### config.mk
export PLATFORM = sky130hd
export DESIGN_NAME = pixel_threshold_pack_and_luma
export DESIGN_NICKNAME = d
export VERILOG_FILES = /design/src/design/ptl_pkg.sv /design/src/design/ptl_luma.sv /design/src/design/ptl_packer.sv /design/src/design/pixel_threshold_pack_and_luma.sv
export SDC_FILE = /design/constraint.sdc
export NUM_CORES = 1
export LEC_CHECK = 0
export ABC_CLOCK_PERIOD_IN_PS = 7400
export BUFFER_PORTS_ARGS = -buffer_cell sky130_fd_sc_hd__buf_4
export CAP_MARGIN = 20
export CORE_ASPECT_RATIO = 0.75
export CORE_MARGIN = 2
export CORE_UTILIZATION = 45
export DETAILED_ROUTE_END_ITERATION = 10
export MAX_ROUTING_LAYER = met4
export PLACE_DENSITY_LB_ADDON = 0.3
export SLEW_MARGIN = 20
export SYNTH_ARGS = -nofsm -noshare
export SYNTH_HDL_FRONTEND = slang
export SYNTH_SLANG_ARGS = --single-unit
### constraint.sdc
create_clock -name i_clk -period 7.4 [get_ports i_clk]
set_input_delay 0.37 -clock i_clk [delete_from_list [all_inputs] [get_ports i_clk]]
set_output_delay 0.37 -clock i_clk [all_outputs]
set_load 0.02 [all_outputs]
### src/design/ptl_pkg.sv
// shared constants and types for the pixel threshold packer and luma converter
package ptl_pkg;

    localparam int MAX_WIDTH_DEF = 4096;

    localparam int PIX_W   = 8;
    localparam int MAXV_W  = 8;
    localparam int WIDTH_W = 13;
    localparam int CFG_W   = 13;
    localparam int IDX_W   = 2;

    // configuration register indexes
    localparam logic [IDX_W-1:0] REG_PIXEL_MODE  = 2'd0;
    localparam logic [IDX_W-1:0] REG_MAX_VALUE   = 2'd1;
    localparam logic [IDX_W-1:0] REG_IMAGE_WIDTH = 2'd2;

    // pixel modes
    localparam logic MODE_BILEVEL = 1'b0;
    localparam logic MODE_LUMA    = 1'b1;

    localparam logic [MAXV_W-1:0]  MAX_VALUE_RST   = 8'd255;
    localparam logic [WIDTH_W-1:0] IMAGE_WIDTH_RST = 13'd1;

    // bt601 weights, 16 fraction bits, sum is exactly 65536
    localparam int COEF_W = 17;
    localparam logic [COEF_W-1:0] LUMA_R = 17'd19595;
    localparam logic [COEF_W-1:0] LUMA_G = 17'd38470;
    localparam logic [COEF_W-1:0] LUMA_B = 17'd7471;
    localparam int LUMA_SUM_W = COEF_W + PIX_W;

    typedef struct packed {
        logic              emit;
        logic              row_end;
        logic [PIX_W-1:0]  pack_byte;
        logic [2:0]        bit_count;
    } t_pack_res;

endpackage

### src/design/ptl_luma.sv
// rgb to gray luma byte, fixed point bt601 weights
module ptl_luma (
    input  logic [ptl_pkg::PIX_W-1:0] i_red,
    input  logic [ptl_pkg::PIX_W-1:0] i_green,
    input  logic [ptl_pkg::PIX_W-1:0] i_blue,
    output logic [ptl_pkg::PIX_W-1:0] o_luma
);

    logic [ptl_pkg::LUMA_SUM_W-1:0] prod_r;
    logic [ptl_pkg::LUMA_SUM_W-1:0] prod_g;
    logic [ptl_pkg::LUMA_SUM_W-1:0] prod_b;
    logic [ptl_pkg::LUMA_SUM_W-1:0] sum;

    assign prod_r = ptl_pkg::LUMA_SUM_W'(ptl_pkg::LUMA_R) * ptl_pkg::LUMA_SUM_W'(i_red);
    assign prod_g = ptl_pkg::LUMA_SUM_W'(ptl_pkg::LUMA_G) * ptl_pkg::LUMA_SUM_W'(i_green);
    assign prod_b = ptl_pkg::LUMA_SUM_W'(ptl_pkg::LUMA_B) * ptl_pkg::LUMA_SUM_W'(i_blue);
    assign sum    = prod_r + prod_g + prod_b;

    // weights sum to one, so the integer part never exceeds 255
    assign o_luma = sum[23:16];

endmodule

### src/design/ptl_packer.sv
// column tracking, threshold and msb-first bit packing with row end padding
module ptl_packer #(
    parameter int MAX_WIDTH = ptl_pkg::MAX_WIDTH_DEF
) (
    input  logic                         i_clk,
    input  logic                         i_rst_n,
    input  logic                         i_advance,
    input  logic                         i_mode,
    input  logic [ptl_pkg::PIX_W-1:0]    i_gray,
    input  logic [ptl_pkg::MAXV_W-1:0]   i_max_value,
    input  logic [ptl_pkg::WIDTH_W-1:0]  i_image_width,
    output ptl_pkg::t_pack_res           o_res
);

    localparam int COLW = $clog2(MAX_WIDTH);
    localparam int CW   = $clog2(MAX_WIDTH + 1);
    localparam int EW   = (CW > ptl_pkg::WIDTH_W) ? CW : ptl_pkg::WIDTH_W;

    logic [COLW-1:0]              r_column;
    logic [COLW-1:0]              n_column;
    logic [ptl_pkg::PIX_W-1:0]    r_pack_bits;
    logic [ptl_pkg::PIX_W-1:0]    n_pack_bits;
    logic [2:0]                   r_bit_count;
    logic [2:0]                   n_bit_count;

    logic [EW-1:0]                eff_width;
    logic [EW-1:0]                last_col;
    logic                         last;
    logic [ptl_pkg::MAXV_W:0]     max_plus;
    logic [ptl_pkg::MAXV_W-1:0]   threshold;
    logic                         pix_bit;
    logic [ptl_pkg::PIX_W-1:0]    shifted;
    logic [2:0]                   pad;
    logic [ptl_pkg::PIX_W-1:0]    padded;
    logic                         full;

    always_comb begin
        eff_width = EW'(i_image_width);
        if (eff_width == '0) begin
            eff_width = EW'(1);
        end
        if (eff_width > EW'(MAX_WIDTH)) begin
            eff_width = EW'(MAX_WIDTH);
        end
    end

    // a column left beyond a narrowed row also closes the row
    assign last_col = eff_width - EW'(1);
    assign last     = (EW'(r_column) >= last_col);

    assign max_plus  = {1'b0, i_max_value} + 9'd1;
    assign threshold = max_plus[ptl_pkg::MAXV_W:1];
    assign pix_bit   = !(i_gray > threshold);
    assign shifted   = {r_pack_bits[ptl_pkg::PIX_W-2:0], pix_bit};
    assign full      = (r_bit_count == 3'd7);

    // fill the free low bits with ones at a row end
    assign pad    = 3'd7 - r_bit_count;
    assign padded = (shifted << pad) | ~(8'hFF << pad);

    always_comb begin
        o_res.emit      = (i_mode == ptl_pkg::MODE_LUMA) || last || full;
        o_res.row_end   = last;
        o_res.pack_byte = last ? padded : shifted;
        o_res.bit_count = r_bit_count;
    end

    always_comb begin
        n_column    = r_column;
        n_pack_bits = r_pack_bits;
        n_bit_count = r_bit_count;
        if (i_advance) begin
            n_column = last ? '0 : r_column + COLW'(1);
            if (i_mode == ptl_pkg::MODE_BILEVEL) begin
                if (last || full) begin
                    n_pack_bits = '0;
                    n_bit_count = '0;
                end else begin
                    n_pack_bits = shifted;
                    n_bit_count = r_bit_count + 3'd1;
                end
            end
        end
    end

    always_ff @(posedge i_clk) begin
        if (!i_rst_n) begin
            r_column    <= '0;
            r_pack_bits <= '0;
            r_bit_count <= '0;
        end else begin
            r_column    <= n_column;
            r_pack_bits <= n_pack_bits;
            r_bit_count <= n_bit_count;
        end
    end

endmodule

### src/design/pixel_threshold_pack_and_luma.sv
// top level: input register, packer and luma logic, result register
//
//  channel  direction  handshake           payload
//  pixel    in         i_valid / o_ready   i_red_or_gray, i_green, i_blue
//  result   out        o_valid / i_ready   o_out_byte, o_row_end
//  config   in         i_cfg_we            i_cfg_index, i_cfg_data
//
// one pixel per clock while the result is not stalled; a pixel is held in the input
// register from its transaction until it advances, and an emitted byte then goes to the result register
// a bilevel pixel that neither fills a byte nor ends a row moves on without
// using the result register, so it never waits on a stalled output
// reset is synchronous and clears the column, the packing state and the
// configuration registers to bilevel mode, max value 255, width 1
// when both registers are full and the held pixel emits, o_ready follows i_ready
module pixel_threshold_pack_and_luma #(
    parameter int MAX_WIDTH = ptl_pkg::MAX_WIDTH_DEF
) (
    input  logic                        i_clk,
    input  logic                        i_rst_n,
    input  logic                        i_valid,
    output logic                        o_ready,
    input  logic [ptl_pkg::PIX_W-1:0]   i_red_or_gray,
    input  logic [ptl_pkg::PIX_W-1:0]   i_green,
    input  logic [ptl_pkg::PIX_W-1:0]   i_blue,
    output logic                        o_valid,
    input  logic                        i_ready,
    output logic [ptl_pkg::PIX_W-1:0]   o_out_byte,
    output logic                        o_row_end,
    input  logic                        i_cfg_we,
    input  logic [ptl_pkg::IDX_W-1:0]   i_cfg_index,
    input  logic [ptl_pkg::CFG_W-1:0]   i_cfg_data
);

    logic                           r_mode;
    logic [ptl_pkg::MAXV_W-1:0]     r_max_value;
    logic [ptl_pkg::WIDTH_W-1:0]    r_image_width;

    logic                           r_in_valid;
    logic [ptl_pkg::PIX_W-1:0]      r_red;
    logic [ptl_pkg::PIX_W-1:0]      r_green;
    logic [ptl_pkg::PIX_W-1:0]      r_blue;

    logic                           r_out_valid;
    logic [ptl_pkg::PIX_W-1:0]      r_out_byte;
    logic                           r_row_end;

    ptl_pkg::t_pack_res             pack_res;
    logic [ptl_pkg::PIX_W-1:0]      luma;
    logic                           out_free;
    logic                           advance;
    logic                           load_out;

    assign out_free = !r_out_valid || i_ready;
    assign advance  = r_in_valid && (!pack_res.emit || out_free);
    assign load_out = advance && pack_res.emit;
    assign o_ready  = !r_in_valid || advance;

    ptl_packer #(
        .MAX_WIDTH (MAX_WIDTH)
    ) u_packer (
        .i_clk         (i_clk),
        .i_rst_n       (i_rst_n),
        .i_advance     (advance),
        .i_mode        (r_mode),
        .i_gray        (r_red),
        .i_max_value   (r_max_value),
        .i_image_width (r_image_width),
        .o_res         (pack_res)
    );

    ptl_luma u_luma (
        .i_red   (r_red),
        .i_green (r_green),
        .i_blue  (r_blue),
        .o_luma  (luma)
    );

    always_ff @(posedge i_clk) begin
        if (!i_rst_n) begin
            r_mode        <= ptl_pkg::MODE_BILEVEL;
            r_max_value   <= ptl_pkg::MAX_VALUE_RST;
            r_image_width <= ptl_pkg::IMAGE_WIDTH_RST;
        end else if (i_cfg_we) begin
            case (i_cfg_index)
                ptl_pkg::REG_PIXEL_MODE:  r_mode        <= i_cfg_data[0];
                ptl_pkg::REG_MAX_VALUE:   r_max_value   <= i_cfg_data[ptl_pkg::MAXV_W-1:0];
                ptl_pkg::REG_IMAGE_WIDTH: r_image_width <= i_cfg_data[ptl_pkg::WIDTH_W-1:0];
                default: ;
            endcase
        end
    end

    always_ff @(posedge i_clk) begin
        if (!i_rst_n) begin
            r_in_valid <= 1'b0;
        end else if (o_ready) begin
            r_in_valid <= i_valid;
        end
    end

    always_ff @(posedge i_clk) begin
        if (o_ready && i_valid) begin
            r_red   <= i_red_or_gray;
            r_green <= i_green;
            r_blue  <= i_blue;
        end
    end

    always_ff @(posedge i_clk) begin
        if (!i_rst_n) begin
            r_out_valid <= 1'b0;
        end else if (load_out) begin
            r_out_valid <= 1'b1;
        end else if (i_ready) begin
            r_out_valid <= 1'b0;
        end
    end

    always_ff @(posedge i_clk) begin
        if (load_out) begin
            r_out_byte <= (r_mode == ptl_pkg::MODE_LUMA) ? luma : pack_res.pack_byte;
            r_row_end  <= pack_res.row_end;
        end
    end

    assign o_valid    = r_out_valid;
    assign o_out_byte = r_out_byte;
    assign o_row_end  = r_row_end;

    // a bilevel row end always leaves the packer empty
    a_row_end_flush: assert property (@(posedge i_clk) disable iff (!i_rst_n)
        advance && pack_res.row_end && (r_mode == ptl_pkg::MODE_BILEVEL)
        |=> pack_res.bit_count == 3'd0)
        else $error("packer holds bits after a row end");

    // a new pixel is refused only while a held pixel waits on a stalled result
    a_ready_when_empty: assert property (@(posedge i_clk) disable iff (!i_rst_n)
        !o_ready |-> r_in_valid && r_out_valid && !i_ready)
        else $error("input refused without a stalled result");

    // every emitted byte shows up as a result on the next cycle
    a_emit_shows: assert property (@(posedge i_clk) disable iff (!i_rst_n)
        load_out |=> o_valid)
        else $error("emitted byte not presented");

endmodule
==> impl_metrics.ini, run 1 <==
[routing]
drt_iter0_markers = 538
firstDrtPassIters = 5
viasPerCell = 5.28
routed_wl_mm = 23.5
drc = 0
final_antenna_net_count = 0
vias = 7565
post_drt_wl_per_cell_um = 16.4

[synthesis]
yosysWarnings = 0
synth.distinct_cells = 63
netlist_area_um2 = 10200
synth-seq-cells = 79
synth_area_leaders = fa_1 23%, ha_1 23%, edfxtp_1 9.8%
yosys.area.top_type_share = 0.233
synthCells = 1063
syn_avg_cell_area_um2 = 9.56
synth_fp_nets = 1408
synth_top_cell_by_area = fa_1
ys_seq_area_frac = 0.188
synth-edff-count = 33
ys.flop_type = dfxtp_1
async_flop_share = 0

[layout]
seqCellArea_um2 = 1910
final_common_cell = inv_1
nFillCells = 2087
drive_above_1_share = 0.113
layout_common_cells = 229 x inv_1, 177 x ha_1, 117 x fa_1
nets = 1478
multiInputGateArea_um2 = 7410
num_antenna_cells = 0
final_util = 0.519
syn2layout_area_growth_pct = 12.9

[setup_path]
crit_path_max_fanout = 4
cp-end-kind = register
cp-start-kind = register
cpMostUsedCell = fa_1
path_class = reg -> reg
cpPeakStageDelay_ns = 0.56
required_ns = 7.48
critical-path-slowest-cell = fa_1
arrival_ns = 7.39

[run]
cap_violations = 0

[sta]
setup_viol = 0
finalCritPeriodShare = 0.987
finalHoldViolations = 0
fin_worst_skew_ns = 0.00583
rsz0062_at_grt = true
post-route-min-period_ns = 7.30
setup_ws_ns = 0.0967
fmax_mhz = 137
slew_headroom = 0.419
worst_pin_slew_ns = 0.864
drv_slew = 0

[clocking]
clk_pin_slew_ns = 0.06
cts_num_sinks = 79
clk_latency_ns = 0.36
cts_root_buffer = clkbuf_16
cts_tree = yes
clk_path_buf_depth = 2
cts_max_level = 3
cts_buffers = 9

[global_routing]
grt_overflow_total = 0
grt_pass1_wl_mm = 38.5
grt_pass1_vias = 7473
track_usage = 0.215
grt_antenna_before_repair = 0
grt_max_degree = 25

[power_and_ir_drop]
cellPowerDensity_nw_per_um2 = 467
p_leak_uw = 0.00559
irDropWorstVdd_mv = 0.587

[placement]
globalplace.congestion = 0.931
portBuffers = 54
dp_hpwl_mm = 19.5
dp_slack_ns = -0.184

[die]
fp.dieW_um = 177
core_um2 = 22100
fp.dieH_um = 134
dieArea_um2 = 23800
start_util = 0.459
rows = 47
io_pins = 55

[hold_path]
hp-class = in -> reg

[status]
status = complete, no violations
-- per-layer routing --
| metal | GRT usage | vias to the layer above | wire length [um] |
|---|---|---|---|
| met5 | - | - | 0 |
| met1 | 0.330 | 3680 | 12400 |
| met3 | 0.0346 | 16 | 1220 |
| li1 | - | 3677 | - |
| met4 | 0.0392 | 0 | 263 |
| met2 | 0.300 | 192 | 9620 |
-- cell usage after synthesis (8+ instances only) --
master / instances
a21o_1: 8
a21oi_1: 53
a22o_1: 10
a31oi_1: 11
and3_1: 9
clkbuf_1: 16
dfxtp_1: 46
edfxtp_1: 33
fa_1: 118
ha_1: 183
inv_1: 233
mux2i_1: 11
nand2_1: 85
nand3_1: 21
nand4_1: 9
nor2_1: 38
nor3_1: 10
o21ai_0: 20
o31ai_1: 14
or4_1: 10
xnor2_1: 24
xor2_1: 8
-- final cells by class --
class	count	area share
clock buffer	9	0.0196
clock inverter	7	0.00687
inverter	235	0.0769
multi-input combinational	730	0.646
sequential	79	0.167
tap	294	0.0321
timing repair buffer	78	0.0517
-- cell families (layout without fill, tap and decap cells) --
family	count (synthesis)	in the layout	share of synthesized area
simple gates	222	222	0.108
xor+xnor	32	32	0.0276
mux	15	15	0.0186
fa+ha+maj	301	301	0.458
buf+inv	254	329	0.0955
flops	79	79	0.188
compound gates	160	160	0.104
-- worst max-delay path, delay by kind of cell, from the launching register on --
| family | cells | cell delay, ns |
|---|---|---|
| multiplexers | 1 | 0.09 |
| adder cells (fa/ha/maj) | 9 | 3.65 |
| AO/OA/AOI/OAI | 9 | 1.77 |
| AND/OR/NAND/NOR | 3 | 0.49 |
| buffers and inverters | 4 | 0.21 |
| XOR/XNOR | 2 | 0.36 |
| flip-flops | 1 | 0.46 |
-- state kept, by name, summed over array words and instances, names as in the netlist, 3 cells and up --
signal / flops
r_image_width: 13
u_packer.r_column: 12
o_out_byte: 8
r_blue: 8
r_green: 8
r_max_value: 8
r_red: 8
u_packer.r_pack_bits: 7
u_packer.r_bit_count: 3
-- worst paths after layout --
kind                           from                 to  slack (ns)  cells after the start
setup reg to reg         r_green[6]      o_out_byte[7]         0.1                     28
hold reg to reg   r_image_width[10]  r_image_width[10]        0.49                      2
setup / recovery         r_green[6]      o_out_byte[7]         0.1                     28
hold / removal            i_blue[3]          r_blue[3]        0.19                      1
-- where the power goes --
| group | internal [uW] | total, uW | switching, uW |
|---|---|---|---|
| clock | 266 | 468 | 202 |
| sequential | 485 | 521 | 35.5 |
| combinational | 1960 | 4370 | 2410 |
-- timing repair --
item,4_1_cts,5_1_grt
endpoints found under the hold margin,0,0
hold buffers,0,0
setup endpoints to repair,5,7
setup buffers,6,1
resized for setup,11,12
pin swaps,18,21
-- through the flow --
stage	hold WS (ns)	std cells	total power, uW	area [um^2]	setup TNS, ns
floorplan	0.453	1063	3350	10200	0
global placement	0.474	1409	4280	11000	-0.118
detailed placement	0.484	1409	4380	11000	-0.403
CTS	0.173	1431	5220	11400	0
global route	0.167	1432	5900	11500	-0.199
finish	0.186	1432	5360	11500	0
(Power assumes the default switching activity.)
==> inputs of run 2 (changes only) <==
- ABC_CLOCK_PERIOD_IN_PS: 7400 -> 7000
- clock period: 7.4 -> 7 ns (I/O delays scaled with it)
==> impl_metrics.ini, run 2 (same netlist as run 1, synthesis figures left out) <==
[status]
status = finished with violations
failed_checks = negative setup slack

[setup_path]
cpPeakStageDelay_ns = 0.53
regToRegSetupSlack_ns = -0.25
cp-start-kind = register
rr_worst_depth = 28
crit_path_max_fanout = 4
critical-path-slowest-cell = fa_2
crit_family = adder cells
rr_startpoint = r_green[6]
required_ns = 7.07
arrival_ns = 7.32
rr_endpoint = o_out_byte[7]
cpMostUsedCell = fa_1
worst-path-buf-inv = 4
path_class = reg -> reg
cp-end-kind = register

[die]
io_pins = 55
rows = 47
start_util = 0.459
dieArea_um2 = 23800
core_um2 = 22100
fp.dieH_um = 134
fp.dieW_um = 177

[routing]
final_antenna_net_count = 0
vias = 7631
drc = 0
met2_wirelength_mm = 9.50
top_layer = met4
routed_wl_mm = 23.4
met1_length_mm = 12.1
firstDrtPassIters = 5
dr_wl_met3_mm = 1.47
post_drt_wl_per_cell_um = 16.2
viasPerCell = 5.27
drt_iter0_markers = 552

[hold_path]
hp-class = in -> reg
hold_start = i_green[0]
hold_end = r_green[0]
holdPathStages = 1

[sta]
drv_slew = 0
worst_pin_slew_ns = 0.926
finalHoldViolations = 0
slew_headroom = 0.380
post-route-min-period_ns = 7.25
finalCritPeriodShare = 1.04
fmax_mhz = 138
fin_worst_skew_ns = 0.0105
fin_hold_ws_ns = 0.170
setup_ws_ns = -0.251
setup_viol = 6
rsz0062_at_grt = true
fin_tns_setup_ns = -0.701

[placement]
dp_hpwl_mm = 19.5
portBuffers = 54
globalplace.congestion = 0.924
place_area_um2 = 11100

[global_routing]
track_usage = 0.212
grt_max_degree = 25
grt_overflow_total = 0
grt_pass1_vias = 7464
grt_antenna_before_repair = 0
grt_pass1_wl_mm = 38.2

[layout]
final_area_um2 = 11600
syn2layout_area_growth_pct = 13.9
top_register = r_image_width
num_antenna_cells = 0
reg_top3 = r_image_width (13), u_packer.r_column (12)
nets = 1494
layout_common_cells = 228 x inv_1, 178 x ha_1, 116 x fa_1
drive_above_1_share = 0.126
final_common_cell = inv_1
largest_reg_flops = 13

[power_and_ir_drop]
cellPowerDensity_nw_per_um2 = 514
power_uw = 5950
irDropWorstVdd_mv = 0.480
p_leak_uw = 0.00566

[clocking]
cts_tree = yes
ctsHoldBuffers = 0
clk_pin_slew_ns = 0.07
cts_buffers = 9
clk_latency_ns = 0.35
clk_path_buf_depth = 2
cts_num_sinks = 79
cts_root_buffer = clkbuf_16
cts_max_level = 3

[run]
cap_violations = 0
[run 2: worst register-to-register path: cells and delay by family, from the launching register on]
kind	cells	cell delay, ns
buf+inv	4	0.20
xor+xnor	2	0.36
flops	1	0.44
simple gates	3	0.48
compound gates	9	1.78
mux	1	0.09
fa+ha+maj	9	3.62
[run 2: what timing repair did]
| item | 4_1_cts | 5_1_grt |
|---|---|---|
| setup endpoints to repair | 8 | 8 |
| setup buffers | 7 | 4 |
| gates resized for setup | 21 | 8 |
| pin swaps | 13 | 6 |
| hold endpoints to repair | 0 | 0 |
[run 2: per-layer routing]
layer / track usage / up-vias
li1: - / 3715
met1: 0.324 / 3693
met2: 0.287 / 199
met3: 0.0391 / 24
met4: 0.0464 / 0
met5: - / -
[run 2: layout make-up]
type / instances / area [um^2]
fill: 2049 / 10500
multi-input combinational: 730 / 7410
sequential: 79 / 1910
inverter: 235 / 882
timing repair buffer: 94 / 728
tap: 294 / 368
clock buffer: 9 / 225
clock inverter: 7 / 45.0
[run 2: how the worst max path moves through the flow]
| stage | startpoint | to | depth (start not counted) |
|---|---|---|---|
| 6_report | r_green[6] | o_out_byte[7] | 28 |
| 2_1_floorplan | r_green[6] | o_out_byte[7] | 28 |
| 4_1_cts | r_green[6] | o_out_byte[7] | 28 |
| 3_5_place_dp | r_green[5] | o_out_byte[7] | 28 |
| 3_3_place_gp | r_green[5] | o_out_byte[7] | 28 |
| 5_1_grt | r_green[5] | o_out_byte[7] | 28 |
[run 2: report_power, final]
part	internal [uW]	leakage (uW)	switching [uW]
clock	241	0.000129	208
sequential	513	0.000691	35.6
combinational	2330	0.00484	2630
[run 2: stage by stage]
| step | utilization | setup WS (ns) | instances |
|---|---|---|---|
| 2_1_floorplan | - | -0.126 | 1063 |
| 3_3_place_gp | 0.501 | -0.312 | 1421 |
| 3_5_place_dp | 0.501 | -0.464 | 1421 |
| 4_1_cts | 0.521 | -0.247 | 1444 |
| 5_1_grt | 0.523 | -0.608 | 1448 |
| 6_report | 0.523 | -0.251 | 1448 |
==> inputs of run 3 (changes only) <==
- CORE_ASPECT_RATIO: 0.75 -> 0.5
==> impl_metrics.ini, run 3 (same netlist as run 1, synthesis figures left out) <==
[setup_path]
required_ns = 7.07
cp-start-kind = register
critical-path-slowest-cell = fa_1
path_class = reg -> reg
cpPeakStageDelay_ns = 0.53
crit_family = adder cells
worst-path-buf-inv = 5
arrival_ns = 7.33
cpMostUsedCell = fa_1
cp-end-kind = register
crit_path_max_fanout = 4

[sta]
setup_ws_ns = -0.257
post-route-min-period_ns = 7.26
fmax_mhz = 138
finalHoldViolations = 0
worst_pin_slew_ns = 0.850
fin_worst_skew_ns = 0.00956
setup_viol = 8
rsz0062_at_grt = true
finalCritPeriodShare = 1.04
drv_slew = 0
slew_headroom = 0.431

[layout]
num_antenna_cells = 0
largest_reg_flops = 13
syn2layout_area_growth_pct = 14.6
nets = 1497
top_register = r_image_width
drive_above_1_share = 0.129
layout_common_cells = 229 x inv_1, 178 x ha_1, 116 x fa_1
final_area_um2 = 11600
final_common_cell = inv_1
reg_top3 = r_image_width (13), u_packer.r_column (12)

[status]
status = finished with violations
failed_checks = negative setup slack

[routing]
drt_iter0_markers = 267
routed_wl_mm = 22.4
final_antenna_net_count = 0
post_drt_wl_per_cell_um = 15.4
vias = 7467
firstDrtPassIters = 5
drc = 0
viasPerCell = 5.12

[die]
core_um2 = 21900
start_util = 0.463
dieArea_um2 = 23900
fp.dieW_um = 216
fp.dieH_um = 110
io_pins = 55
rows = 38

[placement]
place_area_um2 = 11100
dp_hpwl_mm = 18.8
dp_slack_ns = -0.450
portBuffers = 54
globalplace.congestion = 0.909

[global_routing]
grt_max_degree = 25
grt_pass1_vias = 7812
grt_antenna_before_repair = 0
track_usage = 0.208
grt_pass1_wl_mm = 37.8
grt_overflow_total = 0

[run]
cap_violations = 0

[clocking]
cts_root_buffer = clkbuf_16
cts_max_level = 3
clk_path_buf_depth = 2
cts_buffers = 9
cts_tree = yes
clk_pin_slew_ns = 0.07
cts_num_sinks = 79
clk_latency_ns = 0.36

[power_and_ir_drop]
power_uw = 6140
p_leak_uw = 0.00570
cellPowerDensity_nw_per_um2 = 527
irDropWorstVdd_mv = 0.637

[hold_path]
hp-class = in -> reg
==> run 3: worst register-to-register path: cells and delay by family, from the launching register on <==
kind                     cells  cell delay (ns)
adder cells (fa/ha/maj)      9             3.60
AND/OR/NAND/NOR              3             0.45
multiplexers                 1             0.09
AO/OA/AOI/OAI                9             1.68
XOR/XNOR                     2             0.34
flip-flops                   1             0.45
buffers and inverters        5             0.38
==> run 3: repair_timing <==
item | CTS | global route
setup buffers | 5 | 3
endpoints found under the setup margin | 8 | 8
gates resized for setup | 19 | 7
pin swaps | 22 | 8
hold buffers | 0 | 0
==> run 3: through the flow <==
stage / util / setup TNS, ns / std cells / hold slack (ns)
after floorplan: - / -0.126 / 1063 / 0.449
after global placement: 0.508 / -0.817 / 1433 / 0.471
after detailed placement: 0.508 / -1.90 / 1433 / 0.482
after CTS: 0.529 / -0.990 / 1454 / 0.159
after global routing: 0.531 / -3.76 / 1457 / 0.157
final: 0.531 / -1.14 / 1457 / 0.171
==> run 3: power by group <==
part	leakage, uW	switching [uW]	internal, uW
logic	0.00485	2620	2450
clock network	0.000158	203	316
registers	0.000691	35.2	513
==> run 3: final cells by class <==
cell class              instances  area (um^2)
fillers                      1950        10300
multi-input cells             730         7400
flip-flops and latches         79         1910
inverters                     235          882
repair buffers                 97          751
well taps                     300          375
clock buffers                  10          229
clock inverters                 6         92.6
==> run 3: per-layer routing <==
layer  vias up  global-route usage  share of wire  routed length, um
met3        25              0.0392          0.035                792
met4         0              0.0455          0.015                344
li1       3715                   -              -                  -
met1      3630               0.253           0.46              10400
met5         -                   -              0                  0
met2        97               0.364           0.49              10900
==> run 3: worst paths after layout <==
check / startpoint / end / slack [ns] / depth (start not counted)
max: r_green[6] / o_out_byte[7] / -0.26 / 29
min: i_red_or_gray[7] / r_red[7] / 0.17 / 1
max reg2reg: r_green[6] / o_out_byte[7] / -0.26 / 29
min reg2reg: r_image_width[10] / r_image_width[10] / 0.49 / 2
